<file path="src/hdl/fvsm_pkg.sv">
`default_nettype none
// ----------------------------------------------------------------------------
// fvsm_pkg
// Shared constants, codes and controller/datapath interface types of the
// four-voice sample mixer.
// ----------------------------------------------------------------------------
package fvsm_pkg;

  // Build constants
  localparam int VOICES           = 4;
  localparam int SAMPLE_ADDR_BITS = 17;
  localparam int VIDX_W           = (VOICES > 1) ? $clog2(VOICES) : 1;
  localparam int MEM_DEPTH        = 1 << SAMPLE_ADDR_BITS;
  localparam int ACC_W            = 16 + $clog2(VOICES) + 1;

  // Field widths
  localparam int KIND_W   = 2;
  localparam int VOICE_W  = 2;
  localparam int ADDR_W   = 17;
  localparam int BYTE_W   = 8;
  localparam int PERIOD_W = 12;
  localparam int VOL_W    = 7;
  localparam int STEP_W   = 16;
  localparam int PHASE_W  = 16;
  localparam int POS_W    = 18;
  localparam int MIX_W    = 16;

  // Pitch math
  localparam logic [31:0]         CLOCK_RATE  = 32'd7093789;
  localparam logic [PERIOD_W-1:0] MIN_PERIOD  = 12'd108;
  localparam logic [VOL_W-1:0]    FULL_VOLUME = 7'd64;

  // rate * 2^16 / 48000 = rate * 512 / 375; the reciprocal below gives the
  // exact floor for every 16-bit rate: floor(rate * STEP_RECIP / 2^STEP_SHIFT)
  localparam logic [25:0] STEP_RECIP  = 26'd45812985;
  localparam int          STEP_SHIFT  = 25;
  localparam int          STEP_PROD_W = 42;

  // Item kinds
  localparam logic [KIND_W-1:0] KIND_LOAD  = 2'd0;
  localparam logic [KIND_W-1:0] KIND_SETUP = 2'd1;
  localparam logic [KIND_W-1:0] KIND_FRAME = 2'd2;

  typedef struct packed {
    logic capture;         // latch the item being transferred
    logic mem_we;          // write sample byte
    logic setup_write;     // store voice set-up fields
    logic div_start_rate;  // clock / (2 * period)
    logic step_write;      // store scaled divider result as step
    logic frame_clear;     // clear accumulator and voice counter
    logic advance;         // phase += step, carry into position
    logic locate;          // wrap/end check, issue sample read
    logic emit;            // load mix output register
  } cmd_t;

  typedef struct packed {
    logic [KIND_W-1:0] kind;
    logic              voice_ok;
    logic              period_zero;
    logic              div_busy;
    logic              last_voice;
    logic              out_free;
  } status_t;

endpackage : fvsm_pkg
`default_nettype wire

</file>
<file path="src/hdl/fvsm_ctrl.sv">
`default_nettype none
// ----------------------------------------------------------------------------
// fvsm_ctrl
// Sequencer for the mixer: decodes each item and steps the datapath through
// load, voice set-up with step division, and the per-voice frame walk.
// ----------------------------------------------------------------------------
module fvsm_ctrl (
  input  wire logic              clk,
  input  wire logic              rst,
  input  wire logic              item_valid,
  output      logic              item_ready,
  input  wire fvsm_pkg::status_t status,
  output      fvsm_pkg::cmd_t    cmd
);

  typedef enum logic [3:0] {
    ST_IDLE,
    ST_DECODE,
    ST_SETUP,
    ST_DIV_RATE,
    ST_ADVANCE,
    ST_LOCATE,
    ST_MAC_WAIT,
    ST_EMIT
  } state_t;

  state_t state;
  state_t state_next;

  always_ff @(posedge clk) begin
    if (rst) begin
      state <= ST_IDLE;
    end else begin
      state <= state_next;
    end
  end

  assign item_ready = (state == ST_IDLE) && !rst;

  always_comb begin
    cmd        = '0;
    state_next = state;
    case (state)
      ST_IDLE: begin
        cmd.capture = item_valid;
        if (item_valid) begin
          state_next = ST_DECODE;
        end
      end
      ST_DECODE: begin
        case (status.kind)
          fvsm_pkg::KIND_LOAD: begin
            cmd.mem_we = 1'b1;
            state_next = ST_IDLE;
          end
          fvsm_pkg::KIND_SETUP: begin
            state_next = status.voice_ok ? ST_SETUP : ST_IDLE;
          end
          fvsm_pkg::KIND_FRAME: begin
            cmd.frame_clear = 1'b1;
            state_next      = ST_ADVANCE;
          end
          default: begin
            state_next = ST_IDLE;
          end
        endcase
      end
      ST_SETUP: begin
        cmd.setup_write = 1'b1;
        if (status.period_zero) begin
          state_next = ST_IDLE;
        end else begin
          cmd.div_start_rate = 1'b1;
          state_next         = ST_DIV_RATE;
        end
      end
      ST_DIV_RATE: begin
        if (!status.div_busy) begin
          cmd.step_write = 1'b1;
          state_next     = ST_IDLE;
        end
      end
      ST_ADVANCE: begin
        cmd.advance = 1'b1;
        state_next  = ST_LOCATE;
      end
      ST_LOCATE: begin
        cmd.locate = 1'b1;
        state_next = status.last_voice ? ST_MAC_WAIT : ST_ADVANCE;
      end
      ST_MAC_WAIT: begin
        state_next = ST_EMIT;
      end
      ST_EMIT: begin
        if (status.out_free) begin
          cmd.emit   = 1'b1;
          state_next = ST_IDLE;
        end
      end
      default: begin
        state_next = ST_IDLE;
      end
    endcase
  end

endmodule : fvsm_ctrl
`default_nettype wire

</file>
<file path="config.mk">
export PLATFORM = sky130hd
export DESIGN_NAME = fvsm_ctrl
export DESIGN_NICKNAME = d
export VERILOG_FILES = /design/src/hdl/fvsm_pkg.sv /design/src/hdl/fvsm_ctrl.sv
export SDC_FILE = /design/constraint.sdc
export NUM_CORES = 1
export LEC_CHECK = 0
export BUFFER_PORTS_ARGS = -buffer_cell sky130_fd_sc_hd__buf_4
export CORE_AREA = 2 2 39 41
export DETAILED_ROUTE_END_ITERATION = 10
export DIE_AREA = 0 0 41 43
export SYNTH_ARGS = -nofsm -noshare
export SYNTH_HDL_FRONTEND = slang
export SYNTH_SLANG_ARGS = --single-unit
</file>
<file path="constraint.sdc">
create_clock -name clk -period 2.8 [get_ports clk]
set_input_delay 0.84 -clock clk [delete_from_list [all_inputs] [get_ports clk]]
set_output_delay 0.84 -clock clk [all_outputs]
set_load 0.02 [all_outputs]
</file>
# Word-level counts from Yosys, hierarchy flattened

Cells that the tools add are included.

Bits of input ports: 10
Register bits after elaboration: 4
Word-level logic and storage cells: 39

Mux-type cells: 21
Eq/ne operators: 12
Reductions and logical operators: 5

Operator list:

| kind                                                | count |
|---|---|
| one-hot mux 4 bit (8 select lines)                  | 1 |
| equality test 4 x 3 -> 1 bit, second input constant | 4 |
| 2-to-1 mux 1 bit                                    | 12 |
| 2-to-1 mux 4 bit                                    | 3 |
| equality test 4 x 2 -> 1 bit, second input constant | 2 |
| 2-to-1 mux 2 bit                                    | 4 |
| != test 2 bit, second input constant                | 3 |
| one-hot mux 3 bit (2 select lines)                  | 1 |
| equality test 4 x 1 -> 1 bit, second input constant | 1 |
| logical NOT 4 bit                                   | 1 |
| AND reduction 3 bit                                 | 1 |
| equality test 2 x 1 -> 1 bit, second input constant | 1 |
| equality test 2 bit, second input constant          | 1 |
| logical NOT 2 bit                                   | 1 |
| logical AND 1 bit                                   | 1 |
| logical NOT 1 bit                                   | 1 |

# Depth between registers and ports, before layout

Gate-level depths: netlist of the first run.

Depth in word-level cells: 3
Gate-level depth with buffers: 4
Depth with buffers taken out: 3

# Worst setup path before layout of the first run

No wires, ideal clock.

Path type: input to output
Start point: input status[2] in the netlist's numbering
End point: output cmd[4] in the netlist's numbering
Data arrival time: 1.579 ns
Buffers on the path: 0
Stages on the path: 1
Slack: 0.381 ns
Path through: nor4b_1

Word-level cells in the longest chain between the ends: 2

Ends and longest elaborated chain:

| element          | RTL line        | source |
|---|---|---|
| start, declared  | fvsm_ctrl.sv:12 | `input wire fvsm_pkg::status_t status,` |
| 2-to-1 mux 1 bit | fvsm_ctrl.sv:78 | `if (!status.div_busy) begin` |
| 2-to-1 mux 1 bit | fvsm_ctrl.sv:43 | `case (state)` |
| end, declared    | fvsm_ctrl.sv:13 | `output fvsm_pkg::cmd_t cmd` |

No other way between the ends.

==> results of run 1 <==
-- layout by cell type (no fill, tap or decap), types with 3 or more instances in the layout --
cell       n
clkbuf_4   3
dfxtp_1    3
nor2b_1    3
buf_4     19
nand2_1    7
-- Yosys cell counts --
| library cell | count | share of area (%) |
|---|---|---|
| nand2_1 | 7 | 9.5 |
| dfxtp_1 | 3 | 22 |
| nor2b_1 | 3 | 6.8 |
| a31oi_1 | 2 | 4.5 |
| clkbuf_1 | 2 | 2.7 |
| inv_1 | 2 | 2.7 |
| nand3b_1 | 2 | 5.4 |
| nor2_1 | 2 | 2.7 |
| nor3_1 | 2 | 3.6 |
| nor4b_1 | 2 | 6.3 |
| a21o_1 | 1 | 2.7 |
| a21oi_1 | 1 | 1.8 |
| a221oi_1 | 1 | 3.2 |
| and3_1 | 1 | 2.3 |
| and4b_1 | 1 | 3.6 |
| buf_2 | 1 | 1.8 |
| nand2b_1 | 1 | 2.3 |
| nor3b_1 | 1 | 2.7 |
| nor4_1 | 1 | 2.3 |
| o221ai_1 | 1 | 3.2 |
| o311ai_0 | 1 | 3.2 |
| or3_1 | 1 | 2.3 |
| or3b_1 | 1 | 3.2 |
-- cell type report --
| cell class | instances | area share [%] |
|---|---|---|
| Clock buffer | 4 | 5.785 |
| Sequential cell | 3 | 13.22 |
| Tap cell | 16 | 4.408 |
| Inverter | 2 | 1.653 |
| Multi-Input combinational cell | 32 | 43.53 |
| Timing Repair Buffer | 19 | 31.40 |
-- stage by stage --
step	area [sq um]	hold WS [ns]	instances	utilization, %	setup slack, ns
6_report	454.2	0.6189	76	32.82	0.4308
5_1_grt	454.2	0.6481	76	32.82	0.3533
4_1_cts	454.2	0.6191	76	32.82	0.4248
3_5_place_dp	427.9	0.6077	72	30.92	0.5798
3_3_place_gp	427.9	0.5989	72	30.92	0.5865
2_1_floorplan	277.8	0.5788	40	-	0.3810
-- worst max path at each step --
stage                                      from     end  slack (ns)  cells after the start
after detailed placement              status[2]  cmd[4]        0.58                      3
after global placement                status[2]  cmd[4]        0.59                      3
after global routing      state[0]$_SDFFE_PP0P_  cmd[3]        0.35                      3
final                     state[0]$_SDFFE_PP0P_  cmd[3]        0.43                      3
after floorplan                       status[2]  cmd[4]        0.38                      1
after CTS                 state[0]$_SDFFE_PP0P_  cmd[3]        0.42                      3
-- kinds of logic (layout without fill, tap and decap cells) --
| group | count (synthesis) | in the layout | share of synthesized area (%) |
|---|---|---|---|
| compound gates | 7 | 7 | 18.47 |
| buf+inv | 5 | 25 | 7.207 |
| flops | 3 | 3 | 21.62 |
| simple gates | 25 | 25 | 52.71 |
-- power groups by stage --
| stage | Sequential (W) | Clock (W) | Combinational (W) |
|---|---|---|---|
| global route | 0.0000640 | 0.0000802 | 0.0000744 |
| global placement | 0.0000626 | 0 | 0.0000686 |
| detailed placement | 0.0000626 | 0 | 0.0000687 |
| finish | 0.0000620 | 0.0000762 | 0.0000682 |
| CTS | 0.0000619 | 0.0000784 | 0.0000691 |
| floorplan | 0.0000510 | 0 | 0.0000493 |
-- critical path, delay by kind of cell, from the launching register on --
| family | cells | cell delay [ns] |
|---|---|---|
| AND/OR/NAND/NOR | 2 | 0.61 |
| buffers and inverters | 1 | 0.17 |
| flip-flops | 1 | 0.51 |
-- per-layer routing --
layer,vias up,track usage [%],routed length (microns),part of all wire [%]
met4,0,6.000,0,0
li1,186,-,-,-
met1,159,12.86,372,48
met3,0,1.571,73,9.4
met2,14,13.75,330,43
met5,-,0,0,0
==> impl_metrics.json, run 1 <==
{
  "slew_headroom_pct": 71.16,
  "ctsHtreeMaxLevel": 1,
  "row_count": 14,
  "switchingPower_w": 0.00006983,
  "fin_nets": 71,
  "rr_worst_depth": 3,
  "maxCapViolCount": 0,
  "ir_worst_vdd_mv": 0.1223,
  "seqPwrFrac_pct": 30.0,
  "seq_area_frac_synth_pct": 21.62,
  "hold-path-endpoint": "state[2]$_SDFFE_PP0P_",
  "p_sw_share_pct": 33.84,
  "grt_max_degree": 16,
  "worst_setup_path_start_kind": "flip-flop",
  "clk_latency_ns": 0.23,
  "hold_class": "reg -> reg",
  "ys_warn_count": 0,
  "clk_pin_slew_ns": 0.04,
  "syn_to_final_growth_pct": 63.51,
  "r2r_end": "state[1]$_SDFFE_PP0P_",
  "finalHoldViolations": 0,
  "clk_path_buf_depth": 2,
  "diodes": 0,
  "reg_top3": "state x3",
  "via_per_inst": 4.724,
  "largest_reg_flops": 3,
  "rr_startpoint": "state[0]$_SDFFE_PP0P_",
  "syn-num-nets": 50,
  "ctsResizeCount": 0,
  "die_area_sq_um": 1763,
  "crit_type": "reg -> out",
  "drc_errors": 0,
  "post_cts_buffers": 0,
  "multiInputGateArea_sq_um": 197.7,
  "slowest_stage": "dfxtp_1",
  "p_int_w": 0.0001365,
  "cts_tree": "yes",
  "drv_slew": 0,
  "antenna_found_initial": 0,
  "fp.coreArea_sq_um": 1384,
  "rsz0062_at_grt": "no",
  "die_w_microns": 41,
  "finalCriticalPeriod_ns": 2.369,
  "hpwl_microns": 569.2,
  "avgRoutedWirePerCell_microns": 10.20,
  "synth_seq_cells": 3,
  "totalWireLength_microns": 775,
  "synth.cell_area_sq_um": 277.8,
  "cp.required_ns": 1.96,
  "numCtsBuffers": 3,
  "initial_core_util_pct": 20.07,
  "dr.pass1.iters": 2,
  "slowest_delay_ns": 0.51,
  "die_h_microns": 43,
  "grt_overflow": 0,
  "dr_total_vias": 359,
  "clk_root_buffer_cell": "clkbuf_4",
  "power_density_nw_per_um2": 454.3,
  "syn_avg_cell_area_sq_um": 6.944,
  "worstMarginPinSlew_ns": 0.4321,
  "postSynthCellCount": 40,
  "crit_chain": "or3b_1, nor3b_1, buf_4",
  "hp-start": "state[2]$_SDFFE_PP0P_",
  "grt_pass1_wl_mm": 1.200,
  "cp.arrival_ns": 1.53,
  "clock_sinks": 3,
  "synthDistinctLibCells": 23,
  "p_total_w": 0.0002064,
  "io_pins": 20,
  "leakage_nw": 0.1971,
  "grt_use_total_pct": 9.639,
  "drive_gt1_share_pct": 36.67,
  "seqCellArea_sq_um": 60.06,
  "status": "completed",
  "first_global_vias": 311,
  "drtIter0Drc": 2,
  "p_comb_share_pct": 33.0,
  "setup_viol": 0,
  "pwr-share-clk_pct": 36.9,
  "reg2reg_setup_slack_ns": 1.25,
  "finalCritPeriodShare_pct": 84.61,
  "ant_nets": 0,
  "gp_congestion": 0.7212,
  "finalClockSkew_ns": 0.004429,
  "ctsHoldBuffers": 0,
  "fmax_ghz": 0.4221,
  "fin_tns_setup_ns": 0,
  "path_max_fanout": 12,
  "cp-end-kind": "primary output",
  "io_buffers": 19,
  "fillCellCount": 153,
  "hold_depth": 2,
  "largest-register": "state"
}
No activity file was read; power rests on OpenSTA's default activity.
==> run 2, diff against run 1 <==
--- a/config.mk
+++ b/config.mk
@@ -5,6 +5,7 @@
 export SDC_FILE = /design/constraint.sdc
 export NUM_CORES = 1
 export LEC_CHECK = 0
+export ABC_AREA = 1
 export BUFFER_PORTS_ARGS = -buffer_cell sky130_fd_sc_hd__buf_4
 export CORE_AREA = 2 2 39 41
 export DETAILED_ROUTE_END_ITERATION = 10
==> constraint.sdc (replaced) <==
create_clock -name clk -period 2.5 [get_ports clk]
set_input_delay 0.75 -clock clk [delete_from_list [all_inputs] [get_ports clk]]
set_output_delay 0.75 -clock clk [all_outputs]
set_load 0.02 [all_outputs]
==> run 2 against run 1 <==
Critical path depth did not move; design area rose by 0.28%; non-clock buffer count did not move; sequential power fell by 5.6%.
==> impl_metrics.json, run 2 <==
{
  "totalWireLength_microns": 739,
  "hpwl_microns": 595.4,
  "cp.required_ns": 1.75,
  "drc_errors": 0,
  "largest-register": "state",
  "worst_setup_path_start_kind": "flip-flop",
  "seq_area_frac_synth_pct": 20.78,
  "async_flop_share_pct": 0,
  "status": "completed",
  "die_area_sq_um": 1763,
  "cp-end-kind": "primary output",
  "yosys.area.top_type": "dfxtp_1",
  "synth_common_cells": "8 x inv_1, 8 x nand2_1, 5 x nand3_1, 5 x nor2_1, 4 x nor3_1",
  "fp.coreArea_sq_um": 1384,
  "clk_root_buffer_cell": "clkbuf_4",
  "slew_headroom_pct": 78.04,
  "syn_to_final_growth_pct": 57.58,
  "die_h_microns": 43,
  "avgRoutedWirePerCell_microns": 8.494,
  "ctsHtreeMaxLevel": 1,
  "drtIter0Drc": 3,
  "yosysTopAreaCellShare_pct": 20.78,
  "synth_edf_count": 0,
  "grt_overflow": 0,
  "dr_total_vias": 384,
  "clk_pin_slew_ns": 0.04,
  "path_max_fanout": 10,
  "largest_reg_flops": 3,
  "slowest_delay_ns": 0.50,
  "io_pins": 20,
  "drv_slew": 0,
  "diodes": 0,
  "grt_max_degree": 11,
  "multiInputGateArea_sq_um": 165.2,
  "reg_top3": "state x3",
  "synth.cell_area_sq_um": 289.0,
  "clock_sinks": 3,
  "fin_nets": 82,
  "ys.flop_type": "dfxtp_1",
  "final_common_cell": "buf_4",
  "via_per_inst": 4.414,
  "setup_ws_ns": 0.3864,
  "crit_type": "reg -> out",
  "initial_core_util_pct": 20.89,
  "row_count": 14,
  "crit_chain": "inv_2, nor4_1, buf_4",
  "ctsResizeCount": 0,
  "fin_tns_setup_ns": 0,
  "numCtsBuffers": 3,
  "reg2reg_setup_slack_ns": 1.44,
  "worstMarginPinSlew_ns": 0.3290,
  "ant_nets": 0,
  "rsz0062_at_grt": "no",
  "ir_worst_vdd_mv": 0.1498,
  "slowest_stage": "dfxtp_1",
  "detailedPlace.worstSlack_ns": 0.4533,
  "cts_tree": "yes",
  "first_global_vias": 302,
  "setup_viol": 0,
  "synth_area_leaders": "dfxtp_1 21%, inv_1 10%, nand2_1 10%",
  "cp.arrival_ns": 1.36,
  "seqCellArea_sq_um": 60.06,
  "io_buffers": 19,
  "finalClockSkew_ns": 0.0009683,
  "ys_warn_count": 0,
  "grt_use_total_pct": 10.33,
  "drive_gt1_share_pct": 39.44,
  "antenna_found_initial": 0,
  "maxCapViolCount": 0,
  "finalHoldViolations": 0,
  "clk_latency_ns": 0.24,
  "gp_congestion": 0.7609,
  "finalCriticalPeriod_ns": 2.114,
  "syn_avg_cell_area_sq_um": 5.781,
  "dr.pass1.iters": 2,
  "grt_pass1_wl_mm": 1.207,
  "fmax_ghz": 0.4731,
  "cp_num_buf_inv": 2,
  "critPathTopFamily": "flip-flops",
  "die_w_microns": 41,
  "clk_path_buf_depth": 2,
  "final_cell_mix": "19 x buf_4, 8 x inv_1, 8 x nand2_1",
  "fillCellCount": 170,
  "synth_seq_cells": 3,
  "hold_class": "in -> reg",
  "syn-num-nets": 60,
  "postSynthCellCount": 50,
  "leakage_nw": 0.2530,
  "synthDistinctLibCells": 13,
  "power_density_nw_per_um2": 443.0,
  "finalCritPeriodShare_pct": 84.55,
  "ctsHoldBuffers": 0,
  "post_cts_buffers": 0
}
==> run 2: logic make-up (layout without fill, tap and decap cells) <==
family / Yosys count / after routing / share of synthesized area, %
DFF: 3 / 3 / 20.78
AOI/OAI and AO/OA: 3 / 3 / 5.193
and+or+nand+nor: 31 / 31 / 51.95
buffers and inverters: 13 / 34 / 22.08
==> run 2: worst reg2reg max path, delay by kind of cell (launching register included) <==
family / cells / cell delay (ns)
buf+inv: 2 / 0.16
compound gates: 1 / 0.15
flops: 1 / 0.50
simple gates: 2 / 0.14
==> run 2: routing by layer <==
metal	vias up	track usage, %	part of all wire, %	wire length, microns
met4	0	8.000	2.3	17
met1	161	12.82	43	318
met2	15	13.13	44	326
li1	206	-	-	-
met3	2	4.712	10	77
met5	-	0	0	0
==> run 2: report_power, final <==
| group | switching (W) | leakage (nW) | internal (W) |
|---|---|---|---|
| clock | 0.0000272 | 0.0150 | 0.0000599 |
| combinational | 0.0000306 | 0.213 | 0.0000255 |
| sequential | 0.00000731 | 0.0246 | 0.0000512 |
| total | 0.0000651 | 0.253 | 0.000137 |
==> run 2: path summary, 6_finish.rpt <==
check,start,end,cells past startpoint
setup / recovery,state[0]$_SDFFE_PP0P_,cmd[0],3
hold reg to reg,state[2]$_SDFFE_PP0P_,state[2]$_SDFFE_PP0P_,4
hold / removal,rst,state[0]$_SDFFE_PP0P_,2
setup reg to reg,state[0]$_SDFFE_PP0P_,state[2]$_SDFFE_PP0P_,5
==> run 2: layout make-up <==
cell class                      count  share of cell area, %
Clock buffer                        4                  5.769
Inverter                           11                  9.066
Multi-Input combinational cell     34                  36.26
Sequential cell                     3                  13.19
Tap cell                           16                  4.396
Timing Repair Buffer               19                  31.32
==> run 2: metrics by stage <==
step	cell area [sq um]	hold slack (ns)	utilization, %	total power [W]	instances
2_1_floorplan	289.0	0.6462	-	0.00009413	50
3_3_place_gp	429.2	0.6936	31.01	0.0001159	83
3_5_place_dp	429.2	0.7050	31.01	0.0001159	83
4_1_cts	455.4	0.6964	32.91	0.0002043	87
5_1_grt	455.4	0.7121	32.91	0.0002166	87
6_report	455.4	0.6959	32.91	0.0002018	87
==> run 3, diff against run 2 <==
==> constraint.sdc (replaced) <==
create_clock -name clk -period 1.99 [get_ports clk]
set_input_delay 0.597 -clock clk [delete_from_list [all_inputs] [get_ports clk]]
set_output_delay 0.597 -clock clk [all_outputs]
set_load 0.02 [all_outputs]
==> run 3 against run 2 <==
Flip-flop and latch count did not move; clock-buffer cell count is the same; total power is 24% higher; clock power is 17% higher; setup slack got worse by 0.23 ns; non-clock buffer count grew 1; wire length grew 0.14%; global-route usage is 0.20 points higher; via count fell by 1.8%; first-iteration DRC count increased by 33%; cell count is 1.1% higher; core utilization up 0.63 points.
==> impl_metrics.json, run 3 (synthesis results as in run 2) <==
{
  "status": "completed",
  "ant_nets": 0,
  "drv_slew": 0,
  "fp.coreArea_sq_um": 1384,
  "post_cts_buffers": 0,
  "die_w_microns": 41,
  "avgRoutedWirePerCell_microns": 8.409,
  "ctsResizeCount": 0,
  "fmax_ghz": 0.5447,
  "multiInputGateArea_sq_um": 165.2,
  "crit_type": "reg -> out",
  "final_common_cell": "buf_4",
  "drtIter0Drc": 4,
  "totalWireLength_microns": 740,
  "first_global_vias": 335,
  "via_per_inst": 4.284,
  "grt_pass1_wl_mm": 1.255,
  "rsz0062_at_grt": "no",
  "hpwl_microns": 619.8,
  "die_area_sq_um": 1763,
  "initial_core_util_pct": 20.89,
  "wl_met1_microns": 333,
  "setup_viol": 0,
  "die_h_microns": 43,
  "finalHoldViolations": 0,
  "power_density_nw_per_um2": 538.3,
  "grt_overflow": 0,
  "dr.pass1.iters": 2,
  "hold_ws_ns": 0.5554,
  "cp.required_ns": 1.39,
  "fin_nets": 83,
  "seqCellArea_sq_um": 61.31,
  "syn_to_final_growth_pct": 60.61,
  "clk_pin_slew_ns": 0.03,
  "drc_errors": 0,
  "antenna_found_initial": 0,
  "numCtsBuffers": 3,
  "worst_setup_path_start_kind": "flip-flop",
  "grt_use_total_pct": 10.53,
  "reg_top3": "state x3",
  "path_max_fanout": 7,
  "fillCellCount": 171,
  "row_count": 14,
  "clk_latency_ns": 0.23,
  "diodes": 0,
  "wl_met2_microns": 337,
  "hold_class": "in -> reg",
  "io_buffers": 19,
  "clock_sinks": 3,
  "dr_total_vias": 377,
  "worstMarginPinSlew_ns": 0.2544,
  "finalClockSkew_ns": 0.0001780,
  "cp-end-kind": "primary output",
  "maxCapViolCount": 0,
  "grt_max_degree": 10,
  "gp_congestion": 0.7561,
  "slew_headroom_pct": 83.02,
  "final_cell_mix": "20 x buf_4, 8 x inv_1, 8 x nand2_1",
  "clk_root_buffer_cell": "clkbuf_4",
  "ir_worst_vdd_mv": 0.1714,
  "finalCriticalPeriod_ns": 1.836,
  "clk_path_buf_depth": 2,
  "finalCritPeriodShare_pct": 92.25,
  "largest_reg_flops": 3,
  "io_pins": 20,
  "largest-register": "state",
  "cp.arrival_ns": 1.24,
  "wl_met3_microns": 69,
  "fin_tns_setup_ns": 0,
  "top_layer_used": "met3",
  "leakage_nw": 0.2586,
  "drive_gt1_share_pct": 41.67,
  "cts_tree": "yes",
  "ctsHoldBuffers": 0,
  "ctsHtreeMaxLevel": 1
}
## run 3: cell types whose count changed in the layout (fill, tap and decap cells not counted)
cell     previous run  this run
buf_4              19        20
dfxtp_2             0         1
dfxtp_1             3         2
## run 3: critical path, stage by stage (launching register included)
cell	delay [ns]
dfxtp_1	0.45
inv_2	0.12
nor4_1	0.25
buf_4	0.19
## run 3: metal layers
layer / vias up / global-route usage [%]
met2: 12 / 14.69
met3: 0 / 4.712
met1: 157 / 12.82
met4: 0 / 6.000
met5: - / 0
li1: 208 / -
## run 3: where the power goes
group / switching [W] / total [W] / internal, W
Combinational: 0.0000435 / 0.0000783 / 0.0000349
Clock: 0.0000274 / 0.000102 / 0.0000749
Sequential: 0.00000466 / 0.0000692 / 0.0000646
Total: 0.0000756 / 0.000250 / 0.000174
## run 3: path summary, 6_finish.rpt
check | endpoint | startpoint | slack (ns) | cells after the start
setup reg to reg | state[2]$_SDFFE_PP0P_ | state[1]$_SDFFE_PP0P_ | 1.00 | 5
hold / removal | state[1]$_SDFFE_PP0P_ | rst | 0.56 | 2
hold reg to reg | state[0]$_SDFFE_PP0P_ | state[0]$_SDFFE_PP0P_ | 0.65 | 4
setup / recovery | cmd[0] | state[1]$_SDFFE_PP0P_ | 0.15 | 3
## run 3: area by class of cell
class                      instances  area share [%]
multi-input combinational         34           35.58
timing repair buffer              20           32.35
sequential                         3           13.21
inverter                          11           8.895
clock buffer                       4           5.660
tap                               16           4.313
## run 3: through the flow
step | instances | power, W | area (sq um) | setup slack, ns | util (%)
floorplan | 50 | 0.0001183 | 289.0 | 0.08606 | -
global placement | 84 | 0.0001486 | 436.7 | 0.2395 | 31.56
detailed placement | 84 | 0.0001492 | 436.7 | 0.2492 | 31.56
CTS | 88 | 0.0002553 | 462.9 | 0.08533 | 33.45
global route | 88 | 0.0002693 | 464.2 | 0.01881 | 33.54
finish | 88 | 0.0002499 | 464.2 | 0.1542 | 33.54
